[config.mk]
export PLATFORM = sky130hd
export DESIGN_NAME = qmop_queue
export DESIGN_NICKNAME = d
export VERILOG_FILES = /design/src/design/qmop_pkg.sv /design/src/design/qmop_queue.sv
export SDC_FILE = /design/constraint.sdc
export NUM_CORES = 1
export LEC_CHECK = 0
export BUFFER_PORTS_ARGS = -buffer_cell sky130_fd_sc_hd__buf_2
export CORE_ASPECT_RATIO = 1.4
export CORE_MARGIN = 1
export CORE_UTILIZATION = 50
export CTS_BUF_LIST = sky130_fd_sc_hd__clkbuf_16
export DETAILED_ROUTE_END_ITERATION = 6
export PLACE_DENSITY_LB_ADDON = 0.25
export SETUP_SLACK_MARGIN = 0.05
export SLEW_MARGIN = 20
export SYNTH_ARGS = -nofsm -noshare
export SYNTH_HDL_FRONTEND = slang
export SYNTH_SLANG_ARGS = --single-unit
[constraint.sdc]
create_clock -name clock -period 2.4 [get_ports clock]
set_clock_uncertainty 0.05 [all_clocks]
set_input_delay 0.24 -clock clock [delete_from_list [all_inputs] [get_ports clock]]
set_output_delay 0.24 -clock clock [all_outputs]
set_load 0.01 [all_outputs]
[src/design/qmop_pkg.sv]
// shared constants, types and helpers of the quadratic map orbit projector
package qmop_pkg;

   localparam int COORD_WIDTH_DEF     = 32;
   localparam int COORD_FRAC_BITS_DEF = 24;
   localparam int COEFF_COUNT         = 18;
   localparam int TERM_COUNT          = COEFF_COUNT / 2;

   localparam int T_WIDTH      = 32;
   localparam int T_FRAC_BITS  = 24;
   localparam int SCREEN_WIDTH = 24;
   localparam int CSR_WIDTH    = 36;
   localparam int CSR_IDX_BITS = 3;
   localparam int SCALE_BITS   = 16;
   localparam int WIN_BITS     = 13;
   localparam int CNT_BITS     = 12;
   localparam int SCALE_H_BITS = SCALE_BITS + WIN_BITS - 1;

   typedef enum logic [CSR_IDX_BITS-1:0] {
      CSR_COEFF    = 3'd0,
      CSR_SCALE    = 3'd1,
      CSR_CENTER_X = 3'd2,
      CSR_CENTER_Y = 3'd3,
      CSR_WIN_W    = 3'd4,
      CSR_WIN_H    = 3'd5,
      CSR_ORBIT    = 3'd6,
      CSR_WARMUP   = 3'd7
   } csr_index_type;

   localparam logic [1:0] CODE_PLUS  = 2'd1;
   localparam logic [1:0] CODE_MINUS = 2'd2;

   localparam logic [CSR_WIDTH-1:0]  RST_COEFF  = 36'd9305073153;
   localparam logic [SCALE_BITS-1:0] RST_SCALE  = 16'd1024;
   localparam logic [WIN_BITS-1:0]   RST_WIN_W  = 13'd1600;
   localparam logic [WIN_BITS-1:0]   RST_WIN_H  = 13'd900;
   localparam logic [CNT_BITS-1:0]   RST_ORBIT  = 12'd800;
   localparam logic [CNT_BITS-1:0]   RST_WARMUP = 12'd100;

   typedef struct packed {
      logic [CSR_WIDTH-1:0]    coeff;
      logic [SCALE_H_BITS-1:0] scale_h;
      logic [T_WIDTH-1:0]      center_x;
      logic [T_WIDTH-1:0]      center_y;
      logic [WIN_BITS-1:0]     win_w;
      logic [WIN_BITS-1:0]     win_h;
      logic [CNT_BITS-1:0]     orbit_len;
      logic [CNT_BITS-1:0]     warmup;
   } cfg_type;

   // alignment shift of a q8.24 value into the coordinate format
   function automatic int align_shl(input int frac_bits);
      return (frac_bits >= T_FRAC_BITS) ? frac_bits - T_FRAC_BITS : 0;
   endfunction

   function automatic int align_shr(input int frac_bits);
      return (frac_bits < T_FRAC_BITS) ? T_FRAC_BITS - frac_bits : 0;
   endfunction

endpackage

[src/design/qmop_queue.sv]
// two-entry request queue between front and back
module qmop_queue #(
   parameter int WIDTH = qmop_pkg::COORD_WIDTH_DEF + 1
) (
   input  logic             clock,
   input  logic             reset,
   input  logic             push,
   input  logic [WIDTH-1:0] push_data,
   input  logic             pop,
   output logic             full,
   output logic             not_empty,
   output logic [WIDTH-1:0] head
);
   logic [WIDTH-1:0] slot_ff [2];
   logic             wr_ptr_ff, wr_ptr_in;
   logic             rd_ptr_ff, rd_ptr_in;
   logic [1:0]       count_ff, count_in;
   logic             do_push, do_pop;

   assign full      = count_ff == 2'd2;
   assign not_empty = count_ff != 2'd0;
   assign head      = slot_ff[rd_ptr_ff];
   assign do_push   = push && !full;
   assign do_pop    = pop && not_empty;

   always_comb begin
      wr_ptr_in = do_push ? !wr_ptr_ff : wr_ptr_ff;
      rd_ptr_in = do_pop ? !rd_ptr_ff : rd_ptr_ff;
      count_in  = count_ff + {1'b0, do_push} - {1'b0, do_pop};
   end

   always_ff @(posedge clock) begin
      if (reset) begin
         wr_ptr_ff <= 1'b0;
         rd_ptr_ff <= 1'b0;
         count_ff  <= 2'd0;
      end else begin
         wr_ptr_ff <= wr_ptr_in;
         rd_ptr_ff <= rd_ptr_in;
         count_ff  <= count_in;
      end
   end

   always_ff @(posedge clock) begin
      if (do_push) begin
         slot_ff[wr_ptr_ff] <= push_data;
      end
   end
endmodule

==> summary.txt, run 1 <==
Outcome
  – Outcome: complete, no violations

Route
  – Number of detailed-route iterations in the first pass: 4
  – Drt total wl: approximately 4400 um
  – Antenna Nets Post-Route: 0
  – Starting DRT DRC Count: 55
  – Wire per inst: around 16 um
  – Vias per inst: a little under 5
  – DR vias: about 1,400
  – DRC errors left: 0

Critical path
  – CP Cell Sequence: nand2b_2 -> inv_2 -> or3_1 -> inv_1 -> buf_4
  – CP Max Fanout: 33
  – Kind of cell adding the most delay to the critical path: buffers and inverters
  – Worst EP required: approximately 2.3 ns
  – Slowest cell on crit path: buf_4
  – Crit path kind: reg2reg
  – Worst setup EP type: flop
  – Crit path launch type: flop
  – Worst stage delay on the critical path: slightly below 0.4 ns
  – CP bufs+invs: 3
  – Worst Path Arrival: 1.70 ns

Global route
  – Vias in the first global route: roughly 1,400
  – Total track usage: between 10% and 20%
  – First-pass GRT wire length: approximately 6600 um
  – Final global-route overflow total: 0
  – Initial antenna violation count: 0
  – Largest net degree at the start of global routing: 34

Floorplanning
  – I/O pins: 72
  – DIE AREA: between 5000 and 6000 sq um
  – Core ar.: 4920 sq um
  – # rows: 30
  – Initial core utilization: approximately 53%
  – Die height: roughly 90 um
  – Die W: around 63 um

Power and ir drop
  – Leakage: approximately 1.3 nW
  – Power Dens Cells: approximately 1100 nW/um^2
  – VDD IR max: 788 uV
  – Total Power: between 3 and 4 mW

Logic synthesis
  – Synthesis-stage register bit count: between 70 and 80
  – Post-Synthesis Cell Area: between 2000 and 3000 sq um
  – Net Count, Synth: around 170
  – Ys async rst share: 0%
  – Post-synthesis cell count: between 100 and 150
  – Synth warn: 0
  – Post-synth EDFFs: 66
  – Netlist cell types: 20
  – Area contributors post-synth: edfxtp_1 76%, mux2_2 14%, dfxtp_1 3.8%
  – Post-synthesis sequential area ratio: between 70% and 80%
  – Leading area contributor after synthesis: edfxtp_1
  – Synth top area share: 75.9%
  – Predominant post-synthesis flop cell: edfxtp_1
  – Mean post-synth cell area: 20.3 sq um

Timing
  – Final setup viols: 0
  – RSZ-0062 raised after global routing: no
  – Hold WS: about 0.058 ns
  – Worst-margin pin slew: between 0.7 and 0.8 ns
  – Fmax: ~560 MHz
  – Pins Over Slew Limit: 0
  – TNS Setup: 0 ns
  – Final hold vios: 0
  – Period minus WS final: roughly 1.8 ns
  – Final worst slack: 0.622 ns
  – Tcrit/Tclk final: 74.1%
  – Slew Limit Headroom: between 40% and 50%

Clock tree
  – Root buf cell: clkbuf_16
  – Clock Sinks: around 70
  – CTS tree: done
  – H-tree level count: 3
  – Bufs on Longest Clock Path: 2
  – CTS Hold Buffers Added: 0
  – # resized after CTS: 0
  – Skew-Pair Late Insertion Delay: 0.32 ns
  – Total CTS buffers: 9
  – Clock-pin slew on the worst setup and hold paths: about 0.05 ns
  – Setup Fix Bufs, Post-CTS: 0

Place
  – Placed instance area: roughly 3000 sq um
  – Hpwl dp: slightly below 3000 um
  – Placed Cells incl. Taps: around 260
  – Placer Congestion: between 0.6 and 0.7
  – IO Port Bufs: between 70 and 80
  – Dpl ws: ~0.63 ns

Cells and area
  – Fillers: between 300 and 400
  – Final nets: approximately 250
  – Post-layout util: 67.8%
  – Final Non-Filler Cells: around 280
  – Area delta synth->final: 27.7%
  – Most common cell after layout, fill and taps aside: buf_2
  – Diodes inserted: 0
  – Most frequent cells in the layout: 71 x buf_2, 66 x edfxtp_1, 33 x mux2_2, 9 x clkbuf_16, 5 x dfxtp_1
  – Layout cells sized above 1: 58.1%
  – Design Area, Final: between 3000 and 4000 sq um

Hold path
  – Hold WC Path Type: in2reg

Flow run
  – Max_cap viols: 0
worst reg2reg max path, stage by stage (launching register included):
cell and delay [ns]:
dfxtp_1 0.37, nand2b_2 0.17, inv_2 0.05, or3_1 0.32
inv_1 0.06, buf_4 0.39
registers in the layout, summed over array words and instances (netlist names), named ones only:
name,count
slot_ff,66
wr_ptr_ff,1
count_ff,2
rd_ptr_ff,1
final timing paths:
kind	slack [ns]	depth (start not counted)	endpoint	start
min	0.06	1	slot_ff[0][27]	push_data[27]
min reg2reg	0.47	2	wr_ptr_ff	wr_ptr_ff
max reg2reg	0.62	5	slot_ff[0][3]	count_ff[0]
max	0.62	5	slot_ff[0][3]	count_ff[0]
report_power, final:
group | internal, mW | switching (mW)
Sequential | 1.54 | 0.0505
Clock | 0.795 | 0.456
Combinational | 0.388 | 0.420
Total | 2.73 | 0.927
metal layers:
metal	vias up	global-route usage, %	part of all wire, %
li1	659	-	-
met3	7	5.63	5.0
met5	-	0	0
met4	0	8.67	1.3
met2	50	29.5	55
met1	658	18.6	38
cell type report:
cell class                      instances  area (sq um)  area share, %
Sequential cell                        71          2080           62.4
Multi-Input combinational cell         50           490           14.7
Timing Repair Buffer                   74           378           11.3
Clock buffer                            9           225           6.75
Clock inverter                          7          65.1           1.95
Tap cell                               64          80.1           2.40
Inverter                                4          15.0          0.450
cell usage after synthesis (2+ instances only):
cell	n
edfxtp_1	66
mux2_2	33
dfxtp_1	5
inv_1	3
nor2_1	3
buf_2	2
buf_4	2
ha_1	2
xnor2_1	2
kinds of logic after synthesis:
| kind of cell | Yosys count | synth area share (%) |
|---|---|---|
| compound gates | 3 | 0.670 |
| xor+xnor | 3 | 1.01 |
| flops | 71 | 79.7 |
| fa+ha+maj | 2 | 0.958 |
| buf+inv | 8 | 1.53 |
| mux | 33 | 14.2 |
| simple gates | 9 | 1.92 |
Power figures use the tool's default switching activity.
==> inputs of run 2 (changes only) <==
clock period = 1.7 ns   (was 2.4 ns; I/O delays follow)
==> run 2 against run 1 <==
  * Wire length increased by 11%
  * Non-clock buffer count increased by 36
  * Critical path depth decreased by 2
  * Clock power increased by 46%
  * Sequential share of layout area decreased by 6.8 points
  * Setup slack got worse by 0.54 ns
  * Global-route usage increased by 2.1 points
  * Utilization increased by 8.5 points
  * Critical path type is now reg2out
==> summary.txt, run 2 (synthesized netlist as in run 1, its figures left out) <==
Outcome
  – Outcome: complete, no violations

Cells and area
  – Layout cells sized above 1: 54.2%
  – Biggest register: slot_ff
  – Diodes inserted: 0
  – Max reg flops: 66
  – Fillers: between 300 and 400
  – Most frequent cells in the layout: 71 x buf_2, 66 x edfxtp_1, 33 x mux2_2, 32 x dlygate4sd3_1, 9 x clkbuf_16
  – Final nets: 285
  – Largest registers: slot_ff: 66 flops, count_ff: 2 flops
  – Area delta synth->final: 43.7%
  – Most common cell after layout, fill and taps aside: buf_2

Flow run
  – Max_cap viols: 0

Critical path
  – Reg-to-reg endpoint: count_ff[1]
  – FF-to-FF setup slack: 0.08 ns
  – FF-to-FF Start: count_ff[1]
  – CP Cell Sequence: buf_4 -> mux2_2 -> buf_2
  – End of the critical path: head[6]
  – Reg2Reg Depth: 7
  – Crit path kind: reg2out
  – CP Max Fanout: 13
  – Worst stage delay on the critical path: roughly 0.36 ns
  – Crit path launch type: flop
  – Worst EP required: 1.48 ns
  – Worst Path Arrival: 1.40 ns
  – Slowest cell on crit path: dfxtp_1
  – Worst setup EP type: output port

Place
  – Hpwl dp: 2970 um
  – IO Port Bufs: 71
  – Placer Congestion: approximately 0.66

Route
  – Highest metal used: met4
  – Starting DRT DRC Count: 23
  – Wire per inst: roughly 16 um
  – DR WL met2: 2780 um
  – Vias per inst: ~4.8
  – Wl on met1: around 1800 um
  – DRC errors left: 0
  – Antenna Nets Post-Route: 0
  – DR WL met3: between 200 and 300 um
  – DR vias: 1,505
  – Number of detailed-route iterations in the first pass: 4
  – Drt total wl: 4900 um

Floorplanning
  – Core ar.: between 4000 and 5000 sq um
  – Initial core utilization: 53.1%
  – # rows: 30
  – Die W: 63.1 um
  – Die height: ~90 um
  – I/O pins: 72
  – DIE AREA: between 5000 and 6000 sq um

Clock tree
  – Clock-pin slew on the worst setup and hold paths: 0.05 ns
  – Skew-Pair Late Insertion Delay: around 0.32 ns
  – H-tree level count: 3
  – Root buf cell: clkbuf_16
  – Clock Sinks: just over 70
  – CTS tree: done
  – Total CTS buffers: 9
  – Bufs on Longest Clock Path: 2

Timing
  – Fmax: ~600 MHz
  – Hold WS: 0.00813 ns
  – Slew Limit Headroom: 81.4%
  – Tcrit/Tclk final: 95.4%
  – RSZ-0062 raised after global routing: yes
  – TNS Setup: 0 ns
  – Worst-margin pin slew: between 0.2 and 0.3 ns
  – Pins Over Slew Limit: 0
  – Final setup viols: 0
  – Period minus WS final: approximately 1.6 ns
  – Final hold vios: 0

Power and ir drop
  – Leakage: between 1 and 1.5 nW
  – VDD IR max: 862 uV
  – Total Power: approximately 5.4 mW
  – Power Dens Cells: 1430 nW/um^2

Hold path
  – Hold WC Path Type: in2reg

Global route
  – Final global-route overflow total: 0
  – First-pass GRT wire length: roughly 7500 um
  – Vias in the first global route: 1,617
  – Total track usage: 19.1%
  – Initial antenna violation count: 0
  – Largest net degree at the start of global routing: 21
## run 2: cell types whose count changed in the layout (fill, tap and decap cells not counted), moves of 2 or more
cell / previous run / this run
buf_12: 0 / 2
clkinvlp_4: 0 / 3
dlygate4sd3_1: 0 / 32
dfxtp_1: 5 / 3
inv_1: 4 / 2
## run 2: through the flow
step	area (sq um)	std cells	util (%)	setup slack [ns]
floorplan	2620	129	-	0.0520
global placement	3100	266	63.1	0.176
detailed placement	3100	266	63.1	0.0528
CTS	3720	314	75.7	0.0627
global route	3750	315	76.3	0.00267
finish	3750	315	76.3	0.0788
## run 2: repair_timing
action,4_1_cts,5_1_grt
endpoints found under the setup margin,20,32
setup buffers,0,1
endpoints found under the hold margin,64,0
hold buffers,32,0
pin swaps,0,2
resized for setup,1,7
## run 2: how the worst min path moves through the flow
stage | cells past startpoint | endpoint | from
finish | 1 | slot_ff[0][3] | push_data[3]
floorplan | 1 | wr_ptr_ff | reset
CTS | 1 | slot_ff[0][3] | push_data[3]
global route | 1 | slot_ff[1][3] | push_data[3]
detailed placement | 1 | slot_ff[1][23] | push_data[23]
global placement | 1 | slot_ff[0][23] | push_data[23]
## run 2: critical path: cells and delay by family (launching register included)
family | cells | cell delay, ns
buffers and inverters | 2 | 0.36
DFF | 1 | 0.36
muxes | 1 | 0.36
## run 2: routing by layer
| metal | track usage (%) | up-vias |
|---|---|---|
| li1 | - | 725 |
| met1 | 20.4 | 727 |
| met2 | 33.1 | 47 |
| met3 | 7.33 | 6 |
| met4 | 9.30 | 0 |
| met5 | 0 | - |
## run 2: layout make-up
| cell class | instances | area (sq um) | area share, % |
|---|---|---|---|
| sequential | 71 | 2090 | 55.6 |
| timing repair buffer | 110 | 761 | 20.3 |
| multi-input combinational | 50 | 510 | 13.6 |
| clock buffer | 9 | 225 | 6.00 |
| tap | 64 | 80.1 | 2.13 |
| clock inverter | 7 | 71.3 | 1.90 |
| inverter | 4 | 18.8 | 0.500 |
## run 2: power by group
group / switching [mW] / internal (mW) / total (mW)
clock: 0.685 / 1.13 / 1.82
combinational: 0.619 / 0.683 / 1.30
sequential: 0.0837 / 2.18 / 2.27
==> inputs of run 3 (changes only) <==
HOLD_SLACK_MARGIN = 0.15   (was unset)
==> run 3 against run 2 <==
  * Worst hold slack improved by 0.21 ns
  * Combinational power is essentially flat
  * Total power increased by 0.12%
  * Flip-flop and latch count unchanged
  * Critical path type unchanged
==> summary.txt, run 3 (synthesized netlist as in run 1, its figures left out) <==
Cells and area
  – Biggest register: slot_ff
  – Final Non-Filler Cells: around 320
  – Fillers: 308
  – Area delta synth->final: 44.4%
  – Largest registers: slot_ff: 66 flops, count_ff: 2 flops
  – Layout cells sized above 1: between 50% and 60%
  – Diodes inserted: 0
  – Most common cell after layout, fill and taps aside: buf_2
  – Max reg flops: 66
  – Most frequent cells in the layout: 71 x buf_2, 66 x edfxtp_1, 34 x dlygate4sd3_1, 33 x mux2_2, 9 x clkbuf_16
  – Final nets: about 290

Floorplanning
  – DIE AREA: roughly 5500 sq um
  – Die height: between 80 and 90 um
  – # rows: 30
  – Core ar.: 4920 sq um
  – Die W: 63.1 um
  – I/O pins: slightly above 70
  – Initial core utilization: 53.1%

Global route
  – First-pass GRT wire length: between 7000 and 8000 um
  – Total track usage: between 10% and 20%
  – Vias in the first global route: approximately 1,600
  – Largest net degree at the start of global routing: 21
  – Initial antenna violation count: 0
  – Final global-route overflow total: 0

Critical path
  – Worst EP required: around 1.5 ns
  – Worst Path Arrival: 1.40 ns
  – CP Cell Sequence: buf_4 -> mux2_2 -> buf_2
  – Worst setup EP type: output port
  – CP Max Fanout: 13
  – Crit path launch type: flop
  – Slowest cell on crit path: dfxtp_1
  – Crit path kind: reg2out
  – Worst stage delay on the critical path: ~0.36 ns

Timing
  – TNS Setup: 0 ns
  – Slew Limit Headroom: 81.4%
  – Period minus WS final: about 1.6 ns
  – Fmax: roughly 600 MHz
  – Pins Over Slew Limit: 0
  – Worst-margin pin slew: ~0.28 ns
  – Tcrit/Tclk final: between 90% and 100%
  – Final setup viols: 0
  – Final hold vios: 0
  – RSZ-0062 raised after global routing: yes

Power and ir drop
  – Power Dens Cells: roughly 1400 nW/um^2
  – Switch Pwr: approximately 1.4 mW
  – Clock share of power: 33.8%
  – VDD IR max: around 860 uV
  – Internal Power: ~4.0 mW
  – Reg power frac: between 40% and 50%
  – Comb pwr share: approximately a quarter
  – Sw frac: 25.8%
  – Leakage: between 1 and 1.5 nW

Route
  – DR vias: about 1,500
  – Number of detailed-route iterations in the first pass: 5
  – Vias per inst: 4.77
  – Wire per inst: 15.7 um
  – Drt total wl: around 5000 um
  – DRC errors left: 0
  – Antenna Nets Post-Route: 0
  – Starting DRT DRC Count: 18

Clock tree
  – CTS tree: done
  – Bufs on Longest Clock Path: 2
  – Skew-Pair Late Insertion Delay: 0.32 ns
  – H-tree level count: 3
  – Total CTS buffers: 9
  – Clock Sinks: 71
  – Root buf cell: clkbuf_16
  – Clock-pin slew on the worst setup and hold paths: about 0.05 ns

Place
  – Hpwl dp: between 2000 and 3000 um
  – Placer Congestion: about 0.66
  – Placed Cells incl. Taps: 266
  – IO Port Bufs: just over 70

Outcome
  – Outcome: complete, no violations

Hold path
  – Hold WC Path Type: in2reg

Flow run
  – Max_cap viols: 0
==> run 3: changes by cell type in the layout (fill, tap and decap cells not counted) <==
cell           previous run  this run
dlygate4sd3_1            32        34
==> run 3: layer usage <==
| metal | vias to the layer above | share of wire [%] | GRT usage [%] |
|---|---|---|---|
| li1 | 729 | - | - |
| met1 | 729 | 36 | 20.5 |
| met2 | 49 | 57 | 33.5 |
| met3 | 6 | 5.0 | 7.20 |
| met4 | 0 | 1.6 | 9.30 |
| met5 | - | 0 | 0 |
==> run 3: final timing paths <==
| check | startpoint | endpoint | slack, ns | cells past startpoint |
|---|---|---|---|---|
| setup / recovery | flop | head[6] | 0.08 | 3 |
| hold / removal | push | wr_ptr_ff | 0.22 | 4 |
| setup reg to reg | count_ff[1] | count_ff[1] | 0.08 | 7 |
| hold reg to reg | wr_ptr_ff | wr_ptr_ff | 0.45 | 2 |
==> run 3: worst max-delay path, delay by kind of cell (launching register included) <==
| kind | cells | cell delay [ns] |
|---|---|---|
| buffers and inverters | 2 | 0.36 |
| DFF | 1 | 0.36 |
| muxes | 1 | 0.36 |
==> run 3: timing repair <==
| action | 4_1_cts | 5_1_grt |
|---|---|---|
| gates cloned | 0 | 0 |
| setup buffers | 0 | 1 |
| pin swaps | 0 | 2 |
| hold buffers | 34 | 0 |
| endpoints found under the hold margin | 71 | 0 |
| gates resized for setup | 1 | 7 |
| endpoints found under the setup margin | 20 | 33 |
==> run 3: power groups by stage <==
stage	Clock (mW)	Combinational, mW	Sequential [mW]
floorplan	0	0.766	2.26
global placement	0	1.16	2.26
detailed placement	0	1.21	2.28
CTS	1.84	1.28	2.25
global route	1.91	1.42	2.28
finish	1.82	1.31	2.27
==> run 3: layout make-up <==
class / count / area, sq um / share of cell area (%)
Inverter: 4 / 18.8 / 0.497
Clock buffer: 9 / 225 / 5.97
Tap cell: 64 / 80.1 / 2.12
Multi-Input combinational cell: 50 / 510 / 13.5
Timing Repair Buffer: 112 / 781 / 20.7
Sequential cell: 71 / 2090 / 55.3
Clock inverter: 7 / 71.3 / 1.89
==> run 3: metrics by stage <==
step / setup WS (ns) / hold WS, ns / util, % / cell area, sq um / power [mW]
after global routing: 0.00266 / 0.230 / 76.7 / 3770 / 5.61
after detailed placement: 0.0528 / 0.312 / 63.1 / 3100 / 3.49
after floorplan: 0.0520 / 0.189 / - / 2620 / 3.02
after global placement: 0.176 / 0.308 / 63.1 / 3100 / 3.43
after CTS: 0.0627 / 0.186 / 76.1 / 3740 / 5.37
final: 0.0771 / 0.219 / 76.7 / 3770 / 5.39
